--- src/hw/rtl/mm_pkg.sv ---
// ----------------------------------------------------------------------------
// mm_pkg: shared types, constants and helpers for the matrix multiply block
// Holds the store geometry, operand widths, payload structs and the
// fixed-point scale-and-saturate step used on each accumulated dot product.
// ----------------------------------------------------------------------------
package mm_pkg;

  localparam int DIM        = 8;
  localparam int DATA_WIDTH = 16;
  localparam int FRAC_BITS  = 8;

  localparam int IDX_W  = $clog2(DIM);
  localparam int ADDR_W = $clog2(DIM * DIM);
  localparam int PROD_W = 2 * DATA_WIDTH;
  localparam int ACC_W  = PROD_W + $clog2(DIM) + 1;

  typedef enum logic [1:0] {
    ACT_WR_A = 2'd0,
    ACT_WR_B = 2'd1,
    ACT_MUL  = 2'd2
  } action_e;

  typedef enum logic [1:0] {
    REG_A_ROWS = 2'd0,
    REG_A_COLS = 2'd1,
    REG_B_ROWS = 2'd2,
    REG_B_COLS = 2'd3
  } cfg_reg_e;

  typedef enum logic [0:0] {
    STATUS_OK       = 1'b0,
    STATUS_MISMATCH = 1'b1
  } status_e;

  typedef struct packed {
    logic [1:0]         action;
    logic [2:0]         row;
    logic [2:0]         col;
    logic signed [15:0] value;
  } in_item_t;

  typedef struct packed {
    logic [2:0]         out_row;
    logic [2:0]         out_col;
    logic signed [15:0] product;
    logic               status;
    logic               last;
  } out_item_t;

  // Map a dimension register to the index of its last row or column.
  // Zero counts as one, anything above DIM counts as DIM.
  function automatic logic [IDX_W-1:0] clamp_last(logic [3:0] v);
    logic [IDX_W-1:0] r;
    if (v == 4'd0) begin
      r = '0;
    end else if (v > 4'(DIM)) begin
      r = IDX_W'(DIM - 1);
    end else begin
      r = IDX_W'(v - 4'd1);
    end
    return r;
  endfunction

  // Row-major store address.
  function automatic logic [ADDR_W-1:0] store_addr(logic [2:0] r, logic [2:0] c);
    return ADDR_W'(r * DIM + c);
  endfunction

  // Keep a 16-bit written value in DATA_WIDTH bits (truncate or sign-extend).
  function automatic logic signed [DATA_WIDTH-1:0] load_value(logic signed [15:0] v);
    logic signed [31:0] ext;
    ext = 32'(v);
    return ext[DATA_WIDTH-1:0];
  endfunction

  // Floor shift by the fraction width, then saturate to DATA_WIDTH bits.
  function automatic logic signed [15:0] scale_sat(logic signed [ACC_W-1:0] acc);
    logic signed [ACC_W-1:0] q;
    logic signed [ACC_W-1:0] hi;
    logic signed [ACC_W-1:0] lo;
    logic signed [ACC_W-1:0] r;
    q  = acc >>> FRAC_BITS;
    hi = ACC_W'((64'sd1 <<< (DATA_WIDTH - 1)) - 64'sd1);
    lo = ~hi;
    if (q > hi) begin
      r = hi;
    end else if (q < lo) begin
      r = lo;
    end else begin
      r = q;
    end
    return r[15:0];
  endfunction

endpackage

--- src/hw/rtl/matrix_multiply.sv ---
// ----------------------------------------------------------------------------
// matrix_multiply: C = A * B over signed Q8.8 operands
// Element loads go into two row-major stores; a multiply transaction walks
// C column by column, rows inner, with one shared multiply-accumulate unit.
// ----------------------------------------------------------------------------
// Usage:
//   in channel (in_valid_i/in_ready_o/in_data_i) carries one transaction:
//   write an A element, write a B element, or start a multiply. Writes emit
//   nothing. A multiply emits m*p results on the out
//   channel (out_valid_o/out_ready_i/out_data_o), column-major, the final one
//   marked with last. If a_cols differs from b_rows (after clamping to
//   1..DIM) a single result with status set and last set is emitted instead.
//   Each product element is built on the shared MAC by a store read, a
//   multiply and an accumulate per inner step, then a load of the output
//   register; in_ready_o stays low while a multiply runs. Only one
//   multiply is in flight at a time.
//   A stalled receiver holds the output register and the sequencer waits.
//   Reset sets all dimension registers to 8 and returns to idle; store
//   contents are undefined until written. Configuration writes (cfg_we_i)
//   take effect on the next cycle and must only occur while idle.
// ----------------------------------------------------------------------------
module matrix_multiply (
  input  logic              clk_i,
  input  logic              rst_ni,
  input  logic              cfg_we_i,
  input  logic [1:0]        cfg_idx_i,
  input  logic [3:0]        cfg_wdata_i,
  input  logic              in_valid_i,
  output logic              in_ready_o,
  input  mm_pkg::in_item_t  in_data_i,
  output logic              out_valid_o,
  input  logic              out_ready_i,
  output mm_pkg::out_item_t out_data_o
);

  typedef enum logic [5:0] {
    ST_IDLE = 6'b000001,
    ST_READ = 6'b000010,
    ST_MUL  = 6'b000100,
    ST_ACC  = 6'b001000,
    ST_OUT  = 6'b010000,
    ST_ERR  = 6'b100000
  } state_e;

  state_e state_q, state_d;

  logic [3:0] a_rows_q, a_cols_q, b_rows_q, b_cols_q;

  logic [mm_pkg::IDX_W-1:0] m_last_q, m_last_d;
  logic [mm_pkg::IDX_W-1:0] n_last_q, n_last_d;
  logic [mm_pkg::IDX_W-1:0] p_last_q, p_last_d;
  logic [mm_pkg::IDX_W-1:0] i_q, i_d;
  logic [mm_pkg::IDX_W-1:0] j_q, j_d;
  logic [mm_pkg::IDX_W-1:0] u_q, u_d;

  logic signed [mm_pkg::DATA_WIDTH-1:0] a_mem [mm_pkg::DIM*mm_pkg::DIM];
  logic signed [mm_pkg::DATA_WIDTH-1:0] b_mem [mm_pkg::DIM*mm_pkg::DIM];
  logic signed [mm_pkg::DATA_WIDTH-1:0] a_rd_q, b_rd_q;
  logic [mm_pkg::ADDR_W-1:0]            a_raddr, b_raddr, waddr;
  logic signed [mm_pkg::DATA_WIDTH-1:0] wvalue;
  logic                                 wr_a, wr_b;

  logic signed [mm_pkg::PROD_W-1:0] prod_q, prod_d;
  logic signed [mm_pkg::ACC_W-1:0]  acc_q, acc_d;

  logic              out_valid_q, out_valid_d;
  mm_pkg::out_item_t out_q, out_d;

  logic in_fire, in_in_range, out_free, last_elem;

  assign in_ready_o  = (state_q == ST_IDLE);
  assign in_fire     = in_valid_i && in_ready_o;
  assign out_valid_o = out_valid_q;
  assign out_data_o  = out_q;
  assign out_free    = !out_valid_q || out_ready_i;
  assign last_elem   = (u_q == p_last_q) && (i_q == m_last_q);

  assign in_in_range = ({1'b0, in_data_i.row} < 4'(mm_pkg::DIM)) &&
                       ({1'b0, in_data_i.col} < 4'(mm_pkg::DIM));
  assign waddr   = mm_pkg::store_addr(in_data_i.row, in_data_i.col);
  assign wvalue  = mm_pkg::load_value(in_data_i.value);
  assign wr_a    = in_fire && in_in_range && (in_data_i.action == mm_pkg::ACT_WR_A);
  assign wr_b    = in_fire && in_in_range && (in_data_i.action == mm_pkg::ACT_WR_B);
  assign a_raddr = mm_pkg::store_addr(3'(i_q), 3'(j_q));
  assign b_raddr = mm_pkg::store_addr(3'(j_q), 3'(u_q));

  // Configuration registers
  always_ff @(posedge clk_i or negedge rst_ni) begin
    if (!rst_ni) begin
      a_rows_q <= 4'd8;
      a_cols_q <= 4'd8;
      b_rows_q <= 4'd8;
      b_cols_q <= 4'd8;
    end else if (cfg_we_i) begin
      unique case (cfg_idx_i)
        mm_pkg::REG_A_ROWS: a_rows_q <= cfg_wdata_i;
        mm_pkg::REG_A_COLS: a_cols_q <= cfg_wdata_i;
        mm_pkg::REG_B_ROWS: b_rows_q <= cfg_wdata_i;
        mm_pkg::REG_B_COLS: b_cols_q <= cfg_wdata_i;
        default: ;
      endcase
    end
  end

  // Operand stores: one write port, one registered read port each
  always_ff @(posedge clk_i) begin
    if (wr_a) begin
      a_mem[waddr] <= wvalue;
    end
    a_rd_q <= a_mem[a_raddr];
  end

  always_ff @(posedge clk_i) begin
    if (wr_b) begin
      b_mem[waddr] <= wvalue;
    end
    b_rd_q <= b_mem[b_raddr];
  end

  // Sequencer and shared MAC
  always_comb begin
    state_d     = state_q;
    m_last_d    = m_last_q;
    n_last_d    = n_last_q;
    p_last_d    = p_last_q;
    i_d         = i_q;
    j_d         = j_q;
    u_d         = u_q;
    prod_d      = prod_q;
    acc_d       = acc_q;
    out_d       = out_q;
    out_valid_d = out_valid_q && !out_ready_i;

    unique case (state_q)
      ST_IDLE: begin
        if (in_fire && (in_data_i.action == mm_pkg::ACT_MUL)) begin
          m_last_d = mm_pkg::clamp_last(a_rows_q);
          n_last_d = mm_pkg::clamp_last(a_cols_q);
          p_last_d = mm_pkg::clamp_last(b_cols_q);
          i_d      = '0;
          j_d      = '0;
          u_d      = '0;
          acc_d    = '0;
          if (mm_pkg::clamp_last(a_cols_q) != mm_pkg::clamp_last(b_rows_q)) begin
            state_d = ST_ERR;
          end else begin
            state_d = ST_READ;
          end
        end
      end
      ST_READ: begin
        state_d = ST_MUL;
      end
      ST_MUL: begin
        prod_d  = a_rd_q * b_rd_q;
        state_d = ST_ACC;
      end
      ST_ACC: begin
        acc_d = acc_q + mm_pkg::ACC_W'(prod_q);
        if (j_q == n_last_q) begin
          state_d = ST_OUT;
        end else begin
          j_d     = j_q + 1'b1;
          state_d = ST_READ;
        end
      end
      ST_OUT: begin
        // Hold until the output register frees up
        if (out_free) begin
          out_valid_d   = 1'b1;
          out_d.out_row = 3'(i_q);
          out_d.out_col = 3'(u_q);
          out_d.product = mm_pkg::scale_sat(acc_q);
          out_d.status  = mm_pkg::STATUS_OK;
          out_d.last    = last_elem;
          acc_d         = '0;
          j_d           = '0;
          if (last_elem) begin
            state_d = ST_IDLE;
          end else begin
            state_d = ST_READ;
            if (i_q == m_last_q) begin
              i_d = '0;
              u_d = u_q + 1'b1;
            end else begin
              i_d = i_q + 1'b1;
            end
          end
        end
      end
      ST_ERR: begin
        if (out_free) begin
          out_valid_d   = 1'b1;
          out_d.out_row = '0;
          out_d.out_col = '0;
          out_d.product = '0;
          out_d.status  = mm_pkg::STATUS_MISMATCH;
          out_d.last    = 1'b1;
          state_d       = ST_IDLE;
        end
      end
      default: begin
        state_d = ST_IDLE;
      end
    endcase
  end

  always_ff @(posedge clk_i or negedge rst_ni) begin
    if (!rst_ni) begin
      state_q     <= ST_IDLE;
      out_valid_q <= 1'b0;
      m_last_q    <= '0;
      n_last_q    <= '0;
      p_last_q    <= '0;
      i_q         <= '0;
      j_q         <= '0;
      u_q         <= '0;
    end else begin
      state_q     <= state_d;
      out_valid_q <= out_valid_d;
      m_last_q    <= m_last_d;
      n_last_q    <= n_last_d;
      p_last_q    <= p_last_d;
      i_q         <= i_d;
      j_q         <= j_d;
      u_q         <= u_d;
    end
  end

  always_ff @(posedge clk_i) begin
    prod_q <= prod_d;
    acc_q  <= acc_d;
    out_q  <= out_d;
  end

  // A multiply transaction blocks the input side on the following cycle
  a_mul_busy: assert property (@(posedge clk_i) disable iff (!rst_ni)
    (in_fire && (in_data_i.action == mm_pkg::ACT_MUL)) |=> !in_ready_o)
    else $error("input accepted right after a multiply transaction");

  // An error result is always the final one of its run
  a_err_last: assert property (@(posedge clk_i) disable iff (!rst_ni)
    (out_valid_o && (out_data_o.status == mm_pkg::STATUS_MISMATCH)) |-> out_data_o.last)
    else $error("mismatch result without last");

  // The inner index never runs past the inner dimension
  a_inner_bound: assert property (@(posedge clk_i) disable iff (!rst_ni)
    (state_q == ST_ACC) |-> (j_q <= n_last_q))
    else $error("inner index beyond inner dimension");

  // Output register never overwritten while a stalled result waits
  a_no_overwrite: assert property (@(posedge clk_i) disable iff (!rst_ni)
    (out_valid_q && !out_ready_i && (state_q == ST_OUT || state_q == ST_ERR))
      |=> (state_q == $past(state_q)))
    else $error("sequencer advanced while output stalled");

endmodule

--- config.mk ---
export PLATFORM = sky130hd
export DESIGN_NAME = matrix_multiply
export DESIGN_NICKNAME = d
export VERILOG_FILES = /design/src/hw/rtl/mm_pkg.sv /design/src/hw/rtl/matrix_multiply.sv
export SDC_FILE = /design/constraint.sdc
export NUM_CORES = 2
export LEC_CHECK = 0
export ABC_CLOCK_PERIOD_IN_PS = 7700
export BUFFER_PORTS_ARGS = -buffer_cell sky130_fd_sc_hd__buf_4
export CAP_MARGIN = 10
export CORE_ASPECT_RATIO = 0.75
export CORE_MARGIN = 2
export CORE_UTILIZATION = 40
export DETAILED_ROUTE_END_ITERATION = 8
export PLACE_DENSITY = 0.55
export SKIP_LAST_GASP = 1
export SLEW_MARGIN = 20
export SYNTH_ARGS = -nofsm -noshare
export SYNTH_HDL_FRONTEND = slang
export SYNTH_SLANG_ARGS = --single-unit
--- constraint.sdc ---
create_clock -name clk_i -period 7.7 [get_ports clk_i]
set_clock_uncertainty 0.2 [all_clocks]
set_input_delay 1.54 -clock clk_i [delete_from_list [all_inputs] [get_ports clk_i]]
set_output_delay 1.54 -clock clk_i [all_outputs]
set_load 0.03 [all_outputs]
==> flow_summary.json <==
{
  "final_antenna_net_count": 0,
  "reg2reg_depth": 15,
  "post_cts_buffers": 0,
  "firstDrtPassIters": 5,
  "drv_slew": 0,
  "synthCells": 4844,
  "clk-insertion-delay-late_ns": 0.91,
  "slew_headroom": 0.231,
  "synthAdderAreaFrac": 0.0718,
  "cpMostUsedCell": "fa_1",
  "timing.rr.start": "b_rd_q[1]$_DFF_P_",
  "crit_chain": "nand2_1 > inv_1 > fa_1 > fa_1 > fa_1 > fa_1 > fa_1 > fa_1 > ha_1 > a211oi_1 > o2111ai_1 > a2111oi_2 > o31ai_1 > a21oi_1 > xnor2_1",
  "antenna_found_initial": 31,
  "ctsResizeCount": 0,
  "cts-root-buf": "clkbuf_16",
  "status": "completed",
  "synth-seq-area-share": 0.689,
  "worst-path-max-fanout": 16,
  "ys_types": 64,
  "final_nets": 5506,
  "synthSimpleGateAreaFrac": 0.0349,
  "cap_violations": 0,
  "cellLeakagePower_nw": 34.6,
  "hold_end": "a_cols_q[1]$_DFFE_PN0P_",
  "rsz0062_at_grt": "false",
  "first_iter_violations": 4991,
  "clock.fmax_mhz": 143,
  "synth_ff_type": "edfxtp_1",
  "numPortBuffers": 60,
  "via_per_inst": 5.57,
  "synth_top_family_by_area": "multiplexers",
  "synth_area_leaders": "edfxtp_1 (67%), mux4_2 (16%), fa_1 (5.5%), ha_1 (1.6%), inv_1 (1.3%)",
  "worst_ep_required_time_ns": 8.03,
  "fin_crit_sh": 0.908,
  "criticalPathCategory": "reg -> reg",
  "yosysWarningCount": 0,
  "cts_made_buffers": 218,
  "initial_core_util": 0.402,
  "p_per_area_mw_per_mm2": 255,
  "core_mm2": 0.238,
  "worstHoldStart": "a_cols_q[1]$_DFFE_PN0P_",
  "critical_path.slowest_cell": "fa_1",
  "clock-sinks": 2213,
  "fin_area_mm2": 0.108,
  "ctsLongestPathBuffers": 4,
  "ioPinCount": 61,
  "netlist_area_mm2": 0.0956,
  "min_path_cells": 1,
  "synthMuxAreaShare": 0.160,
  "dpl.hpwl_um": 152000,
  "vias": 46825,
  "yosysTopAreaCellShare": 0.672,
  "synth_nets": 5266,
  "grt_overflow": 0,
  "wirelength_um": 243000,
  "gp_routability_congestion": 0.785,
  "dpl_cell_area_mm2": 0.101,
  "syn2layout_area_growth_pct": 12.5,
  "worstPathArrival_ns": 7.32,
  "max-vdd-ir-drop_mv": 0.191,
  "clk_pin_slew_ns": 0.06,
  "grt_max_degree": 126,
  "cts_tree": "built",
  "postCtsHoldBufs": 0,
  "h-tree-depth": 4,
  "synthXorXnorAreaFrac": 0.00595,
  "synth_top_area_cell": "edfxtp_1",
  "max_slew.worst_pin.slew_ns": 1.15,
  "end_kind": "flip-flop",
  "crit_path_max_incr_delay_ns": 0.85,
  "wl_per_cell_um": 29.0,
  "route.detailed.drc": 0,
  "drive_gt1_frac": 0.248,
  "r2r_setup_slack_ns": 0.71,
  "critPathLaunchType": "flip-flop",
  "period_minus_slack_ns": 6.99,
  "dieArea_mm2": 0.243,
  "die_h_um": 427,
  "ys_ff_latch": 2213,
  "rows": 155,
  "die_w_um": 569,
  "finalSetupViolCount": 0,
  "synth_edf_count": 2140,
  "grt_pass1_vias": 47689,
  "post_synth.cell_area_avg_um2": 19.7,
  "final_hold_viol_count": 0,
  "grt_usage": 0.202,
  "grt_first_pass_wirelength_um": 352000,
  "rr_endpoint": "prod_q[31]$_DFFE_PP_",
  "setup_tns_ns": 0,
  "holdCritPathClass": "reg -> reg",
  "async_flop_share": 0.0185,
  "synth-compound-area-share": 0.0150
}
synth_stat cells, types with 8 or more instances:
cell,count
nor4_1,9
nor3_1,22
nand4_1,9
buf_4,22
mux4_2,672
o21ai_0,45
a31oi_1,10
o21a_1,8
inv_1,328
o21ai_1,17
a21oi_1,82
and2_1,136
o21bai_1,9
nand2b_1,13
ha_1,124
dfxtp_1,32
and3_1,11
fa_1,263
edfxtp_1,2140
nor2b_1,14
xnor2_1,46
mux2_2,14
clkbuf_1,125
nand3b_1,8
dfrtp_1,36
nand2_1,183
nand3_1,21
buf_2,35
xor2_1,19
buf_1,25
a21o_1,13
a211oi_1,11
nor2_1,255
state kept, by name, indices dropped and copies added, names as in the netlist, 4 cells and up:
name / cells
out_data_o: 24
prod_q: 32
b_rows_q: 4
a_rows_q: 4
b_mem: 1024
b_cols_q: 4
a_rd_q: 16
a_cols_q: 4
b_rd_q: 16
acc_q: 36
state_q: 6
a_mem: 1024
worst max-delay path by stage:
stage	from	to	slack, ns
2_1_floorplan	a_rd_q[15]$_DFF_P_	prod_q[31]$_DFFE_PP_	1.53
3_3_place_gp	b_rd_q[1]$_DFF_P_	prod_q[31]$_DFFE_PP_	0.89
3_5_place_dp	b_rd_q[5]$_DFF_P_	prod_q[31]$_DFFE_PP_	0.74
4_1_cts	b_rd_q[5]$_DFF_P_	prod_q[31]$_DFFE_PP_	0.72
5_1_grt	b_rd_q[1]$_DFF_P_	prod_q[31]$_DFFE_PP_	0.27
6_report	b_rd_q[1]$_DFF_P_	prod_q[31]$_DFFE_PP_	0.71
layout by cell type (no fill, tap or decap), types with 16 or more instances in the layout:
| cell | synthesis | routed |
|---|---|---|
| dfxtp_1 | 32 | 32 |
| mux4_2 | 672 | 672 |
| fa_1 | 263 | 263 |
| clkinv_2 | 0 | 33 |
| a21oi_1 | 82 | 81 |
| o21ai_1 | 17 | 17 |
| xnor2_1 | 46 | 46 |
| bufinv_16 | 0 | 16 |
| nor2_2 | 0 | 55 |
| o21ai_0 | 45 | 45 |
| nor2_1 | 255 | 186 |
| clkinv_1 | 0 | 55 |
| edfxtp_1 | 2140 | 2140 |
| nand3_1 | 21 | 20 |
| buf_4 | 22 | 221 |
| nand2_1 | 183 | 183 |
| inv_1 | 328 | 328 |
| and2_1 | 136 | 136 |
| ha_1 | 124 | 124 |
| clkbuf_1 | 125 | 47 |
| clkbuf_16 | 0 | 222 |
| xor2_1 | 19 | 19 |
| dfrtp_1 | 36 | 28 |
| nor3_1 | 22 | 22 |
metrics by stage:
stage / util / cells / hold slack, ns / power, mW / worst slack, ns
2_1_floorplan: - / 4844 / 0.259 / 16.3 / 1.53
3_3_place_gp: 0.424 / 8003 / 0.292 / 17.3 / 0.888
3_5_place_dp: 0.424 / 8003 / 0.293 / 17.4 / 0.737
6_report: 0.453 / 8403 / 0.309 / 27.5 / 0.707
5_1_grt: 0.452 / 8392 / 0.334 / 28.6 / 0.267
4_1_cts: 0.452 / 8391 / 0.313 / 27.7 / 0.716
layer usage:
metal	global-route usage	wire (um)	part of all wire	up-vias
met3	0.0345	16800	0.069	295
met5	0	55	0.00023	-
met2	0.306	110000	0.45	1483
li1	-	-	-	19582
met1	0.309	112000	0.46	25457
met4	0.0382	4210	0.017	8
power by group:
part           internal, mW  total, mW  switching [mW]
registers              13.6       13.7           0.139
logic                  1.29       3.44            2.15
clock network          5.80       10.3            4.52
total                  20.6       27.5            6.81
kinds of logic (layout without fill, tap and decap cells):
group                    after synthesis  count (layout)
XOR/XNOR                              65              65
AO/OA/AOI/OAI                        235             235
adder cells (fa/ha/maj)              392             392
other                                  0              11
AND/OR/NAND/NOR                      709             709
multiplexers                         689             689
flip-flops                          2213            2213
buffers and inverters                541             949
critical path, delay by kind of cell, from the launching register on:
family | cells | cell delay [ns]
adders and majority gates | 7 | 3.75
and+or+nand+nor | 1 | 0.20
xor gates and xnor gates | 1 | 0.08
DFF | 1 | 0.76
buffers and inverters | 1 | 0.17
AOI/OAI and AO/OA | 5 | 1.56
final cells by class:
cell class / count / area [um2]
repair buffers: 231 / 1870
flip-flops and latches: 2213 / 66000
well taps: 3140 / 3930
inverters: 330 / 1240
clock inverters: 118 / 990
fillers: 20168 / 130000
multi-input cells: 2090 / 27800
diodes: 11 / 27.5
clock buffers: 270 / 5750
No activity file was read; power rests on OpenSTA's default activity.
